$ cat src/hw/rtl/ptwa_pkg.sv
`timescale 1ns / 1ps

package ptwa_pkg;

  // Sequencer states
  typedef enum logic [1:0] {
    ST_IDLE,
    ST_SCAN,
    ST_DRAIN,
    ST_FIN
  } state_t;

  // Item kinds carried on s_tuser
  localparam logic [1:0] KIND_PKT   = 2'd0;
  localparam logic [1:0] KIND_TICK  = 2'd1;
  localparam logic [1:0] KIND_START = 2'd2;

  // Result status codes
  localparam logic [1:0] STAT_OK      = 2'd0;
  localparam logic [1:0] STAT_BAD_LEN = 2'd1;
  localparam logic [1:0] STAT_FULL    = 2'd2;

  // Configuration register indexes
  localparam logic [1:0] CFG_TTL      = 2'd0;
  localparam logic [1:0] CFG_INTERVAL = 2'd1;
  localparam logic [1:0] CFG_EXP_LEN  = 2'd2;

  localparam logic [31:0] TTL_RESET      = 32'd60000;
  localparam logic [31:0] INTERVAL_RESET = 32'd5000;
  localparam logic [7:0]  EXP_LEN_RESET  = 8'd39;

  localparam logic [4:0] CNT_MAX = 5'd31;

  localparam int IN_TDATA_W  = 104;
  localparam int OUT_TDATA_W = 16;
  localparam int CFG_ADDR_W  = 2;
  localparam int CFG_DATA_W  = 32;

  typedef struct packed {
    logic [1:0]  kind;
    logic [31:0] time_ms;
    logic [47:0] src_mac;
    logic [7:0]  pkt_len;
    logic [7:0]  allegiance;
    logic        hunter;
  } item_t;

  typedef struct packed {
    logic [31:0] entry_ttl;
    logic [31:0] broadcast_interval;
    logic [7:0]  expected_len;
  } cfg_t;

  typedef struct packed {
    logic [1:0] status;
    logic       new_entry;
    logic       send_broadcast;
    logic [4:0] evicted_count;
    logic [4:0] entry_count;
  } res_t;

  // Identity word of one table entry
  typedef struct packed {
    logic        hunter;
    logic [7:0]  allegiance;
    logic [47:0] mac;
  } ident_t;

endpackage

$ cat src/hw/rtl/peer_table_with_aging_unit.sv
`timescale 1ns / 1ps

// Peer table with aging.
// Slave stream (s_*) carries one event per beat: a received packet, a
// millisecond tick or a start-broadcasting event, selected by s_tuser.
// Master stream (m_*) returns exactly one result beat per accepted beat,
// in order. Configuration (TTL, broadcast interval, expected packet length)
// is written through cfg_we/cfg_addr/cfg_wdata; the user must write it only
// while the unit is idle, the block itself does not enforce this. Timing:
// packets of good length and ticks walk the whole table through the entry
// memories, one read per cycle, in SCAN, then pass DRAIN and FIN before the
// next accept; the walk of the memory read port sets its pace. Bad-length
// packets, start events and unused kinds go from IDLE straight to FIN. The
// result beat is loaded into the output register when FIN hands it over.
// The result sits in an output register; the unit takes the next beat while
// that register still waits on m_tready. If the receiver stalls and a second
// result is ready, the sequencer holds it and s_tready stays low.
// Reset clears all valid bits, the broadcast state and the configuration to
// its defaults (TTL 60000 ms, interval 5000 ms, length 39); table memories
// are not cleared and need no pass after reset.

module peer_table_with_aging_unit #(
  parameter int TABLE_DEPTH = 16
) (
  input  logic                                 clk,
  input  logic                                 rst,
  input  logic                                 s_tvalid,
  output logic                                 s_tready,
  // time_ms[31:0], src_mac[79:32], pkt_len[87:80], allegiance[95:88],
  // hunter[96], zero fill [103:97]
  input  logic [ptwa_pkg::IN_TDATA_W-1:0]      s_tdata,
  // kind[1:0]
  input  logic [1:0]                           s_tuser,
  output logic                                 m_tvalid,
  input  logic                                 m_tready,
  // status[1:0], new_entry[2], send_broadcast[3], evicted_count[8:4],
  // entry_count[13:9], zero fill [15:14]
  output logic [ptwa_pkg::OUT_TDATA_W-1:0]     m_tdata,
  input  logic                                 cfg_we,
  input  logic [ptwa_pkg::CFG_ADDR_W-1:0]      cfg_addr,
  input  logic [ptwa_pkg::CFG_DATA_W-1:0]      cfg_wdata
);

  import ptwa_pkg::*;

  cfg_t  cfg;
  item_t item_in;
  res_t  res;
  logic  in_ready;
  logic  res_valid;
  logic  res_ready;
  logic  start;

  // Unpack the incoming beat
  assign item_in.kind       = s_tuser;
  assign item_in.time_ms    = s_tdata[31:0];
  assign item_in.src_mac    = s_tdata[79:32];
  assign item_in.pkt_len    = s_tdata[87:80];
  assign item_in.allegiance = s_tdata[95:88];
  assign item_in.hunter     = s_tdata[96];

  assign s_tready  = in_ready;
  assign start     = s_tvalid && in_ready;

  // Output register is free when empty or draining this cycle
  assign res_ready = !m_tvalid || m_tready;

  // Configuration registers; writes beyond the list are dropped
  always_ff @(posedge clk) begin
    if (rst) begin
      cfg.entry_ttl          <= TTL_RESET;
      cfg.broadcast_interval <= INTERVAL_RESET;
      cfg.expected_len       <= EXP_LEN_RESET;
    end else if (cfg_we) begin
      case (cfg_addr)
        CFG_TTL:      cfg.entry_ttl          <= cfg_wdata;
        CFG_INTERVAL: cfg.broadcast_interval <= cfg_wdata;
        CFG_EXP_LEN:  cfg.expected_len       <= cfg_wdata[7:0];
        default: ;
      endcase
    end
  end

  ptwa_seq #(.TABLE_DEPTH(TABLE_DEPTH)) u_seq (
    .clk       (clk),
    .rst       (rst),
    .start     (start),
    .item_in   (item_in),
    .cfg       (cfg),
    .in_ready  (in_ready),
    .res_valid (res_valid),
    .res_ready (res_ready),
    .res       (res)
  );

  // Output register: load a finished result, drop the beat once taken
  always_ff @(posedge clk) begin
    if (rst) begin
      m_tvalid <= 1'b0;
    end else if (res_valid && res_ready) begin
      m_tvalid <= 1'b1;
    end else if (m_tready) begin
      m_tvalid <= 1'b0;
    end
  end

  always_ff @(posedge clk) begin
    if (res_valid && res_ready) begin
      m_tdata <= {2'b00, res.entry_count, res.evicted_count, res.send_broadcast,
                  res.new_entry, res.status};
    end
  end

endmodule

$ cat src/hw/rtl/ptwa_ram.sv
`timescale 1ns / 1ps

module ptwa_ram #(
  parameter int WIDTH = 32,
  parameter int DEPTH = 16,
  parameter int AW    = (DEPTH > 1) ? $clog2(DEPTH) : 1
) (
  input  logic             clk,
  input  logic             we,
  input  logic [AW-1:0]    waddr,
  input  logic [WIDTH-1:0] wdata,
  input  logic [AW-1:0]    raddr,
  output logic [WIDTH-1:0] rdata
);

  logic [WIDTH-1:0] mem [DEPTH];

  always_ff @(posedge clk) begin
    if (we) begin
      mem[waddr] <= wdata;
    end
    rdata <= mem[raddr];
  end

endmodule

$ cat src/hw/rtl/ptwa_seq.sv
`timescale 1ns / 1ps

module ptwa_seq #(
  parameter int TABLE_DEPTH = 16
) (
  input  logic            clk,
  input  logic            rst,
  input  logic            start,
  input  ptwa_pkg::item_t item_in,
  input  ptwa_pkg::cfg_t  cfg,
  output logic            in_ready,
  output logic            res_valid,
  input  logic            res_ready,
  output ptwa_pkg::res_t  res
);

  import ptwa_pkg::*;

  localparam int IW = (TABLE_DEPTH > 1) ? $clog2(TABLE_DEPTH) : 1;
  localparam int CW = $clog2(TABLE_DEPTH + 1);
  localparam logic [IW-1:0] LAST_IDX = IW'(TABLE_DEPTH - 1);

  state_t state, state_next;
  item_t  item;

  logic [TABLE_DEPTH-1:0] valid;
  logic [CW-1:0] cnt;
  logic [CW-1:0] ev_cnt;
  logic [IW-1:0] idx;
  logic [IW-1:0] chk_idx;
  logic          chk_vld;
  logic          hit_fnd, free_fnd;
  logic [IW-1:0] hit_idx, free_idx;
  logic [31:0]   last_bc;
  logic          bc_active;

  ident_t        id_rdata, id_wdata;
  logic [31:0]   ls_rdata;
  logic          id_we, ls_we;
  logic [IW-1:0] wr_idx;

  logic          fin_fire;
  logic          is_pkt, is_tick, is_start, bad_len;
  logic          mac_hit, aged, bc_due;
  logic [31:0]   age;
  logic [31:0]   cnt_ext, ev_ext;

  ptwa_ram #(.WIDTH($bits(ident_t)), .DEPTH(TABLE_DEPTH), .AW(IW)) u_id_ram (
    .clk   (clk),
    .we    (id_we),
    .waddr (wr_idx),
    .wdata (id_wdata),
    .raddr (idx),
    .rdata (id_rdata)
  );

  ptwa_ram #(.WIDTH(32), .DEPTH(TABLE_DEPTH), .AW(IW)) u_ls_ram (
    .clk   (clk),
    .we    (ls_we),
    .waddr (wr_idx),
    .wdata (item.time_ms),
    .raddr (idx),
    .rdata (ls_rdata)
  );

  assign is_pkt   = (item.kind == KIND_PKT);
  assign is_tick  = (item.kind == KIND_TICK);
  assign is_start = (item.kind == KIND_START);
  assign bad_len  = (item.pkt_len != cfg.expected_len);

  assign mac_hit = chk_vld && valid[chk_idx] && (id_rdata.mac == item.src_mac);
  assign age     = item.time_ms - ls_rdata;
  assign aged    = chk_vld && valid[chk_idx] && (age > cfg.entry_ttl);
  assign bc_due  = bc_active && ((item.time_ms - last_bc) >= cfg.broadcast_interval);

  // Report the count after this step: include the entry a new sender adds
  assign cnt_ext = 32'(cnt) + 32'(is_pkt && !bad_len && !hit_fnd && free_fnd);
  assign ev_ext  = 32'(ev_cnt);

  assign id_wdata.mac        = item.src_mac;
  assign id_wdata.allegiance = item.allegiance;
  assign id_wdata.hunter     = item.hunter;

  // Next state
  always_comb begin
    state_next = state;
    case (state)
      ST_IDLE: begin
        if (start) begin
          if ((item_in.kind == KIND_TICK) ||
              ((item_in.kind == KIND_PKT) && (item_in.pkt_len == cfg.expected_len))) begin
            state_next = ST_SCAN;
          end else begin
            state_next = ST_FIN;
          end
        end
      end
      ST_SCAN: begin
        if (idx == LAST_IDX) begin
          state_next = ST_DRAIN;
        end
      end
      ST_DRAIN: state_next = ST_FIN;
      ST_FIN: begin
        if (res_ready) begin
          state_next = ST_IDLE;
        end
      end
      default: state_next = ST_IDLE;
    endcase
  end

  // Outputs and write strobes
  always_comb begin
    in_ready  = (state == ST_IDLE);
    res_valid = (state == ST_FIN);
    fin_fire  = (state == ST_FIN) && res_ready;
    id_we     = 1'b0;
    ls_we     = 1'b0;
    wr_idx    = hit_fnd ? hit_idx : free_idx;
    res       = '0;
    if (is_pkt) begin
      if (bad_len) begin
        res.status = STAT_BAD_LEN;
      end else if (!hit_fnd && !free_fnd) begin
        res.status = STAT_FULL;
      end else begin
        res.status    = STAT_OK;
        res.new_entry = !hit_fnd;
        ls_we         = fin_fire;
        id_we         = fin_fire && !hit_fnd;
      end
    end
    if (is_tick) begin
      res.send_broadcast = bc_due;
      res.evicted_count  = (ev_ext > 32'(CNT_MAX)) ? CNT_MAX : ev_ext[4:0];
    end
    if (is_start) begin
      res.send_broadcast = 1'b1;
    end
    res.entry_count = (cnt_ext > 32'(CNT_MAX)) ? CNT_MAX : cnt_ext[4:0];
  end

  always_ff @(posedge clk) begin
    if (rst) begin
      state     <= ST_IDLE;
      valid     <= '0;
      cnt       <= '0;
      ev_cnt    <= '0;
      idx       <= '0;
      chk_vld   <= 1'b0;
      hit_fnd   <= 1'b0;
      free_fnd  <= 1'b0;
      last_bc   <= '0;
      bc_active <= 1'b0;
    end else begin
      state   <= state_next;
      chk_vld <= (state == ST_SCAN);
      if (start && in_ready) begin
        ev_cnt   <= '0;
        hit_fnd  <= 1'b0;
        free_fnd <= 1'b0;
        idx      <= '0;
      end
      if (state == ST_SCAN) begin
        idx <= (idx == LAST_IDX) ? '0 : idx + 1'b1;
      end
      // Evaluate the entry read in the previous cycle
      if (chk_vld) begin
        if (is_tick) begin
          if (aged) begin
            valid[chk_idx] <= 1'b0;
            cnt            <= cnt - 1'b1;
            ev_cnt         <= ev_cnt + 1'b1;
          end
        end else begin
          if (mac_hit && !hit_fnd) begin
            hit_fnd <= 1'b1;
          end
          if (!valid[chk_idx] && !free_fnd) begin
            free_fnd <= 1'b1;
          end
        end
      end
      if (fin_fire) begin
        if (id_we) begin
          valid[free_idx] <= 1'b1;
          cnt             <= cnt + 1'b1;
        end
        if (is_start) begin
          bc_active <= 1'b1;
          last_bc   <= item.time_ms;
        end
        if (is_tick && bc_due) begin
          last_bc <= item.time_ms;
        end
      end
    end
  end

  // Payload registers
  always_ff @(posedge clk) begin
    if (start && in_ready) begin
      item <= item_in;
    end
    chk_idx <= idx;
    if (chk_vld && !is_tick) begin
      if (mac_hit && !hit_fnd) begin
        hit_idx <= chk_idx;
      end
      if (!valid[chk_idx] && !free_fnd) begin
        free_idx <= chk_idx;
      end
    end
  end

  a_cnt_matches_valid: assert property (@(posedge clk) disable iff (rst)
    32'(cnt) == $countones(valid))
    else $error("entry count out of step with valid bits");

  a_full_only_when_full: assert property (@(posedge clk) disable iff (rst)
    (res_valid && (res.status == STAT_FULL)) |-> (32'(cnt) == TABLE_DEPTH))
    else $error("table full reported with a free slot");

  a_evict_only_on_tick: assert property (@(posedge clk) disable iff (rst)
    (res_valid && (res.evicted_count != 5'd0)) |-> is_tick)
    else $error("eviction reported outside a tick");

  a_no_accept_while_busy: assert property (@(posedge clk) disable iff (rst)
    (start && in_ready) |=> !in_ready)
    else $error("item accepted while the previous one is in work");

endmodule
$ cat config.mk
export PLATFORM = sky130hd
export DESIGN_NAME = peer_table_with_aging_unit
export DESIGN_NICKNAME = d
export VERILOG_FILES = /design/src/hw/rtl/ptwa_pkg.sv /design/src/hw/rtl/peer_table_with_aging_unit.sv /design/src/hw/rtl/ptwa_ram.sv /design/src/hw/rtl/ptwa_seq.sv
export SDC_FILE = /design/constraint.sdc
export NUM_CORES = 2
export LEC_CHECK = 0
export BUFFER_PORTS_ARGS = -buffer_cell sky130_fd_sc_hd__buf_4
export CAP_MARGIN = 20
export CORE_UTILIZATION = 57
export CTS_BUF_LIST = sky130_fd_sc_hd__clkbuf_4 sky130_fd_sc_hd__clkbuf_8
export DETAILED_ROUTE_END_ITERATION = 12
export PLACE_DENSITY = 0.77
export SLEW_MARGIN = 10
export SYNTH_ARGS = -nofsm -noshare
export SYNTH_HDL_FRONTEND = slang
export SYNTH_SLANG_ARGS = --single-unit
$ cat constraint.sdc
create_clock -name clk -period 5.1 [get_ports clk]
set_input_delay 1.02 -clock clk [delete_from_list [all_inputs] [get_ports clk]]
set_output_delay 1.02 -clock clk [all_outputs]
set_load 0.05 [all_outputs]
======== After elaboration in Yosys (flattened, before gate mapping) ========
Memories as Yosys holds them, arrays and structs flattened. A register that Yosys moved wholly into a read port is not among the register bits.
Cells that the tools add are included.
W data, S select, Z words.
word-level totals
  memories kept ........................... 2
  bits in writable memories ............... 1424
  input bits .............................. 145
  word-level logic and storage cells ...... 165
  output and inout port bits .............. 18
  flip-flop bits (word level) ............. 266
cells by class
  order comparisons ....................... 8
  reduce and logical (&&, ||, !) cells .... 44
  equal/unequal tests ..................... 15
  bitwise logic cells ..................... 4
  add/sub/neg operators ................... 7
  multiplexer cells ....................... 56
memory list
  memory              depth  bits a word  read ports  clocked after Yosys merged registers in  wr ports  line            source
  u_seq.u_id_ram.mem  16     57           1           1                                        1         ptwa_ram.sv:16  logic [WIDTH-1:0] mem [DEPTH];
  u_seq.u_ls_ram.mem  16     32           1           1                                        1         ptwa_ram.sv:16
operators with widths
  operator               number
  $mux W16               6
  $mux W32               2
  $sub A32 B32 Y32       2
  $mux W5                10
  $eq A48 B48 Y1         1
  $ge A32 B32 Y1         1
  $gt A32 B32 Y1         1
  $gt A32 B5 Y1 const B  1
  $mux W1                24
  $logic_and A1 B1 Y1    19
  $and A16 B16 Y16       1
  $mux W4                4
  $not A16 Y16           1
  $or A16 B16 Y16        1
  $reduce_and A2 Y1      7
  $add A5 B1 Y5 const B  2
  $lt A4 B5 Y1 const B   2
  $mux W2                5
  $demux W1 S4           2
  $eq A2 B1 Y1 const B   4
  $eq A2 B2 Y1 const B   4
  $eq A8 B8 Y1           1
  $ge A4 B1 Y1 const B   2
  $logic_not A2 Y1       4
  other kinds (17)       27

======== Logic depth before layout (Yosys ltp) ========
  depth after elaboration ................. 13
  gate-level depth with buffers ........... 23
  depth with buffers taken out ............ 21

======== Modules after synthesis ========
A second synthesis with hierarchy kept.
unflattened totals
  cell total of the unflattened synthesis .. 3903
  area, all modules ....................... 70755.4 sq um
modules (own cells, without submodules)
  module                      area each (sq um)  seq. area each (sq um)  cells each  instances
  ptwa_ram (u_seq.u_id_ram)   35253.8            28527.4                 1470        1
  ptwa_ram (u_seq.u_ls_ram)   19835.3            16015.4                 838         1
  ptwa_seq                    12194.2            4654.5                  1285        1
  peer_table_with_aging_unit  3472.1             1881.8                  310         1

======== Worst setup path after synthesis ========
OpenSTA, ideal clock, no wires.
  kind .................................... register to register
  start ................................... register u_seq.item[65] (netlist name)
  end ..................................... register u_seq.cnt[2]
  clock period less this slack ............ 4.904 ns
  setup time .............................. 0.123 ns
  stages on the path, launching flop included .. 22
  arrival ................................. 4.781 ns
  setup slack ............................. 0.196 ns
  data required time ...................... 4.977 ns
  path buffers ............................ 1
  cell sequence ........................... edfxtp_1 inv_1 ha_1 inv_1 fa_1 a211oi_1 nor2_1 o311a_1 a221o_1 o21ai_1 and2_1 nor3_1 or3_1 ha_1 nand4_1 nor4_1 nand2_1 o2111a_1 o21ai_2 buf_6 a2bb2oi_2 mux2_1
on the way
  word-level cells in the longest chain between the ends .. 8
RTL lines
  what                      line             source
  start: declaration        ptwa_seq.sv:24   item_t item;
  start signal: assignment  ptwa_seq.sv:204  item <= item_in;
  $sub A32 B32 Y32 (*)      ptwa_seq.sv:72   assign age = item.time_ms - ls_rdata;
  $gt A32 B32 Y1 (*)        ptwa_seq.sv:73   assign aged = chk_vld && valid[chk_idx] && (age > cfg.entry_ttl);
  $logic_and A1 B1 Y1 (*)   ptwa_seq.sv:73
  $mux W5 (*)               ptwa_seq.sv:171  if (aged) begin
  $mux W5 (*)               ptwa_seq.sv:170  if (is_tick) begin
  $mux W5 (*)               ptwa_seq.sv:169  if (chk_vld) begin
  $mux W5                   ptwa_seq.sv:186  if (id_we) begin
  $mux W5 (*)               ptwa_seq.sv:185  if (fin_fire) begin
  end signal: assignment    ptwa_seq.sv:173  cnt <= cnt - 1'b1;
  end signal: assignment    ptwa_seq.sv:188  cnt <= cnt + 1'b1;
  end: declaration          ptwa_seq.sv:27   logic [CW-1:0] cnt;
Every way passes the cells marked *; elsewhere a longest branch is shown, timed or not.
A chain may end at the register's enable or synchronous reset.

======== Worst setup path in the final report ========
  start ................................... register u_seq.item[65] (netlist name)
  end ..................................... register u_seq.cnt[3]
The elaborated chain is that of the path after synthesis.

==> flow_metrics.py <==
metrics = {
    "floorplanning": {
        "die_width_um": 339,
        "dieArea_um2": 115000,
        "start_util": 0.574,
        "row_count": 123,
        "core_area_um2": 112000,
        "pin_count": 163,
        "die_height_um": 339,
    },
    "layout": {
        "layout-drive-gt1-share": 0.301,
        "area_growth_pct": 15.1,
        "finalNonFillerCells": 5617,
        "nNetsFinal": 4187,
    },
    "logic_synthesis": {
        "synth_edf_count": 1392,
        "syn_avg_cell_area_um2": 18.4,
        "syn_inst": 3516,
        "netlist_area_um2": 64600,
        "ys_warn_count": 0,
        "yosysSeqAreaShare": 0.717,
        "synth_ff_type": "edfxtp_1",
        "synth_seq_cells": 1617,
        "synth_cell_types": 81,
        "async_reset_ff_frac": 0,
    },
    "timing": {
        "post-route-period-util": 1.01,
        "timing.final.ws_setup_ps": -56.5,
        "tightest_slew_ps": 1030,
        "finalHoldViolations": 0,
        "finalClockSkew_ps": 47.1,
        "post-route-min-period_ps": 5160,
        "maxSlewViolCount": 0,
        "setup_viol_count_final": 6,
        "relSlewSlack": 0.302,
        "fmax_mhz": 194,
        "rsz0062_at_grt": "true",
    },
    "placed_design": {
        "portBuffers": 144,
        "hpwl_um": 83300,
        "gp_congestion": 0.896,
        "dp_cells": 5151,
    },
    "drt": {
        "post_drt_wl_per_cell_um": 26.0,
        "first_pass_iters": 7,
        "drt_wl_total_um": 146000,
        "drc": 0,
        "antenna_left": 0,
        "vias": 34261,
        "dr.first_iter.drc_count": 3466,
        "vias_per_cell": 6.10,
    },
    "critical_path": {
        "r2r-end": "u_seq.cnt[3]$_SDFF_PP0_",
        "cpPeakStageDelay_ps": 480,
        "crit_slowest_cell": "edfxtp_1",
        "path_class": "reg -> reg",
        "rrSetupSlack_ps": -60,
        "arrival_ps": 5960,
        "cp_cell_sequence": "inv_2 -> ha_4 -> inv_2 -> fa_2 -> a211oi_2 -> nor2_2 -> o311a_4 -> a221o_1 -> o21ai_2 -> and2_4 -> nor3_2 -> or3_1 -> ha_1 -> nand4_1 -> nor4_1 -> buf_4 -> nand2_4 -> o2111a_2 -> o21ai_4 -> o32a_1 -> mux2_4",
        "cp_max_fo": 6,
        "crit_required_ps": 5910,
        "r2r_start": "u_seq.item[65]$_DFFE_PP_",
        "cpLargestDelayFamily": "compound AO/OA/AOI/OAI gates",
        "cp_common_cell": "inv_2",
        "path_buf_inv": 3,
        "startpoint_type": "register",
        "r2r_cells": 21,
        "end_kind": "register",
    },
    "clocking": {
        "hold_buffers": 0,
        "htreeDepth": 4,
        "cts-root-buf": "clkbuf_8",
        "cts.clk_slew.worst_paths_ps": 70,
        "cts_tree": "yes",
        "clock_latency_ps": 920,
        "cts.path.max_buffers": 3,
        "clkSinkCount": 1617,
        "cts_buffers": 238,
    },
    "pwr": {
        "finalPower_mw": 32.9,
        "p_per_area_nw_per_um2": 442,
        "max-vdd-ir-drop_mv": 0.285,
        "p_leak_nw": 24.4,
    },
    "global_route": {
        "grt_use_met1": 0.358,
        "grt.busiest_layer": "met2",
        "grt_pass1_vias": 35010,
        "grt_pass1_wl_um": 218000,
        "use_met3": 0.0445,
        "met2_usage": 0.416,
        "antenna_found_initial": 5,
        "grt_max_degree": 100,
        "grt.total_usage": 0.256,
        "overflow": 0,
    },
    "run_status": {
        "outcome": "finished with violations",
        "violations": "negative setup slack",
    },
    "hold_path": {
        "hold_path_depth": 1,
        "whs_endpoint": "u_seq.id_wdata[34]$_DFFE_PP_",
        "hp-start": "s_tdata[66]",
        "worstHoldPathType": "in -> reg",
    },
    "run": {
        "maxCapViolations": 0,
    },
}
[registers in the layout, indices dropped and copies added, names as in the netlist, 5 cells and up]
name and count:
cfg 72, u_seq.u_id_ram.mem 768, u_seq.cnt 5, u_seq.valid 16, u_seq.u_ls_ram.mem 512, u_seq.u_ls_ram.rdata 32, u_seq.last_bc 32, u_seq.u_id_ram.rdata 48
u_seq.ev_cnt 5, m_tdata 14, u_seq.id_wdata 48, u_seq.item 42
[synth_stat cells, types with 10 or more instances]
| cell type | n | share of area |
|---|---|---|
| nor2_1 | 134 | 0.0078 |
| inv_1 | 162 | 0.0094 |
| nor3_1 | 21 | 0.0016 |
| ha_1 | 137 | 0.027 |
| a21o_1 | 45 | 0.0052 |
| buf_1 | 27 | 0.0016 |
| a211oi_1 | 18 | 0.0021 |
| nand3_1 | 24 | 0.0019 |
| a31oi_1 | 10 | 0.00097 |
| nor4_1 | 14 | 0.0014 |
| edfxtp_1 | 1392 | 0.65 |
| and3_1 | 11 | 0.0011 |
| o211ai_1 | 20 | 0.0023 |
| dfxtp_1 | 225 | 0.070 |
| nor2b_1 | 15 | 0.0015 |
| o31ai_1 | 36 | 0.0042 |
| nand4_1 | 59 | 0.0057 |
| o21ai_0 | 29 | 0.0022 |
| xor2_1 | 59 | 0.0080 |
| mux4_2 | 405 | 0.14 |
| nand2_1 | 186 | 0.011 |
| clkbuf_1 | 113 | 0.0066 |
| a21oi_1 | 142 | 0.011 |
| o21a_1 | 20 | 0.0023 |
| nand2b_1 | 10 | 0.00097 |
| mux2i_1 | 11 | 0.0017 |
| xnor2_1 | 62 | 0.0084 |
[power by group]
group | internal, mW | switching [mW] | total [mW]
Sequential | 15.3 | 0.592 | 15.9
Combinational | 2.83 | 3.18 | 6.01
Clock | 6.04 | 4.96 | 11.0
Total | 24.1 | 8.74 | 32.9
[cells in the final DEF, fill, tap and decap left out, types with 62 or more instances in the layout]
cell / netlist / final
buf_4: 2 / 260
nor2_1: 134 / 99
mux4_2: 405 / 405
edfxtp_1: 1392 / 1392
a21oi_1: 142 / 134
nand2_1: 186 / 185
dfxtp_1: 225 / 221
ha_1: 137 / 135
xnor2_1: 62 / 62
inv_1: 162 / 158
clkbuf_8: 0 / 282
clkbuf_4: 0 / 84
[worst reg2reg max path, cell delays in order (launching register included)]
cell,delay (ps)
edfxtp_1,480
inv_2,130
ha_4,140
inv_2,40
fa_2,390
a211oi_2,260
nor2_2,80
o311a_4,380
a221o_1,410
o21ai_2,210
and2_4,170
nor3_2,30
or3_1,310
ha_1,280
nand4_1,120
nor4_1,320
buf_4,220
nand2_4,70
o2111a_2,340
o21ai_4,150
o32a_1,240
mux2_4,300
[through the flow]
| step | hold slack, ps | TNS (ps) | setup slack [ps] | utilization | cell area, um^2 |
|---|---|---|---|---|---|
| final | 277 | -177 | -56.5 | 0.661 | 74300 |
| after global routing | 233 | -5360 | -289 | 0.661 | 74300 |
| after CTS | 203 | 0 | 9.52 | 0.658 | 74000 |
| after detailed placement | 449 | -7940 | -460 | 0.611 | 68700 |
| after global placement | 442 | -6760 | -341 | 0.611 | 68700 |
| after floorplan | 348 | 0 | 196 | - | 64600 |
[logic make-up after synthesis]
group | after synthesis | synth area share
xor gates and xnor gates | 121 | 0.0164
AOI/OAI and AO/OA | 389 | 0.0397
other | 1 | 0.0000580
DFF | 1617 | 0.717
muxes | 419 | 0.143
buffers and inverters | 316 | 0.0190
adders and majority gates | 139 | 0.0272
and+or+nand+nor | 514 | 0.0376
[how the worst max path moves through the flow]
stage	start	end	slack, ps	cells past startpoint
after floorplan	u_seq.item[65]$_DFFE_PP_	u_seq.cnt[2]$_SDFF_PP0_	200	21
after global placement	u_seq.item[65]$_DFFE_PP_	u_seq.valid[4]$_SDFF_PP0_	-340	22
after detailed placement	u_seq.item[65]$_DFFE_PP_	u_seq.valid[5]$_SDFF_PP0_	-460	23
after CTS	u_seq.item[65]$_DFFE_PP_	u_seq.valid[2]$_SDFF_PP0_	10	22
after global routing	u_seq.item[65]$_DFFE_PP_	u_seq.cnt[3]$_SDFF_PP0_	-290	22
final	u_seq.item[65]$_DFFE_PP_	u_seq.cnt[3]$_SDFF_PP0_	-60	21
[per-layer routing]
metal  up-vias  share of wire
met5         -       0.000089
met4         2          0.024
met2      1570           0.49
met1     17561           0.40
met3       249          0.079
li1      14879              -
[area by class of cell]
class / instances / area, um^2
flip-flops and latches: 1617 / 46300
fillers: 7158 / 38200
multi-input cells: 1585 / 17700
clock buffers: 366 / 4510
repair buffers: 298 / 2660
well taps: 1500 / 1880
clock inverters: 87 / 693
inverters: 163 / 617
diodes: 1 / 2.50
[timing repair]
action | in CTS | in global routing
pin swaps | 8 | 48
endpoints found under the hold margin | 0 | 0
setup endpoints to repair | 26 | 56
setup buffers | 4 | 7
gates cloned | 1 | 0
resized for setup | 12 | 58
Power figures use the tool's default switching activity.
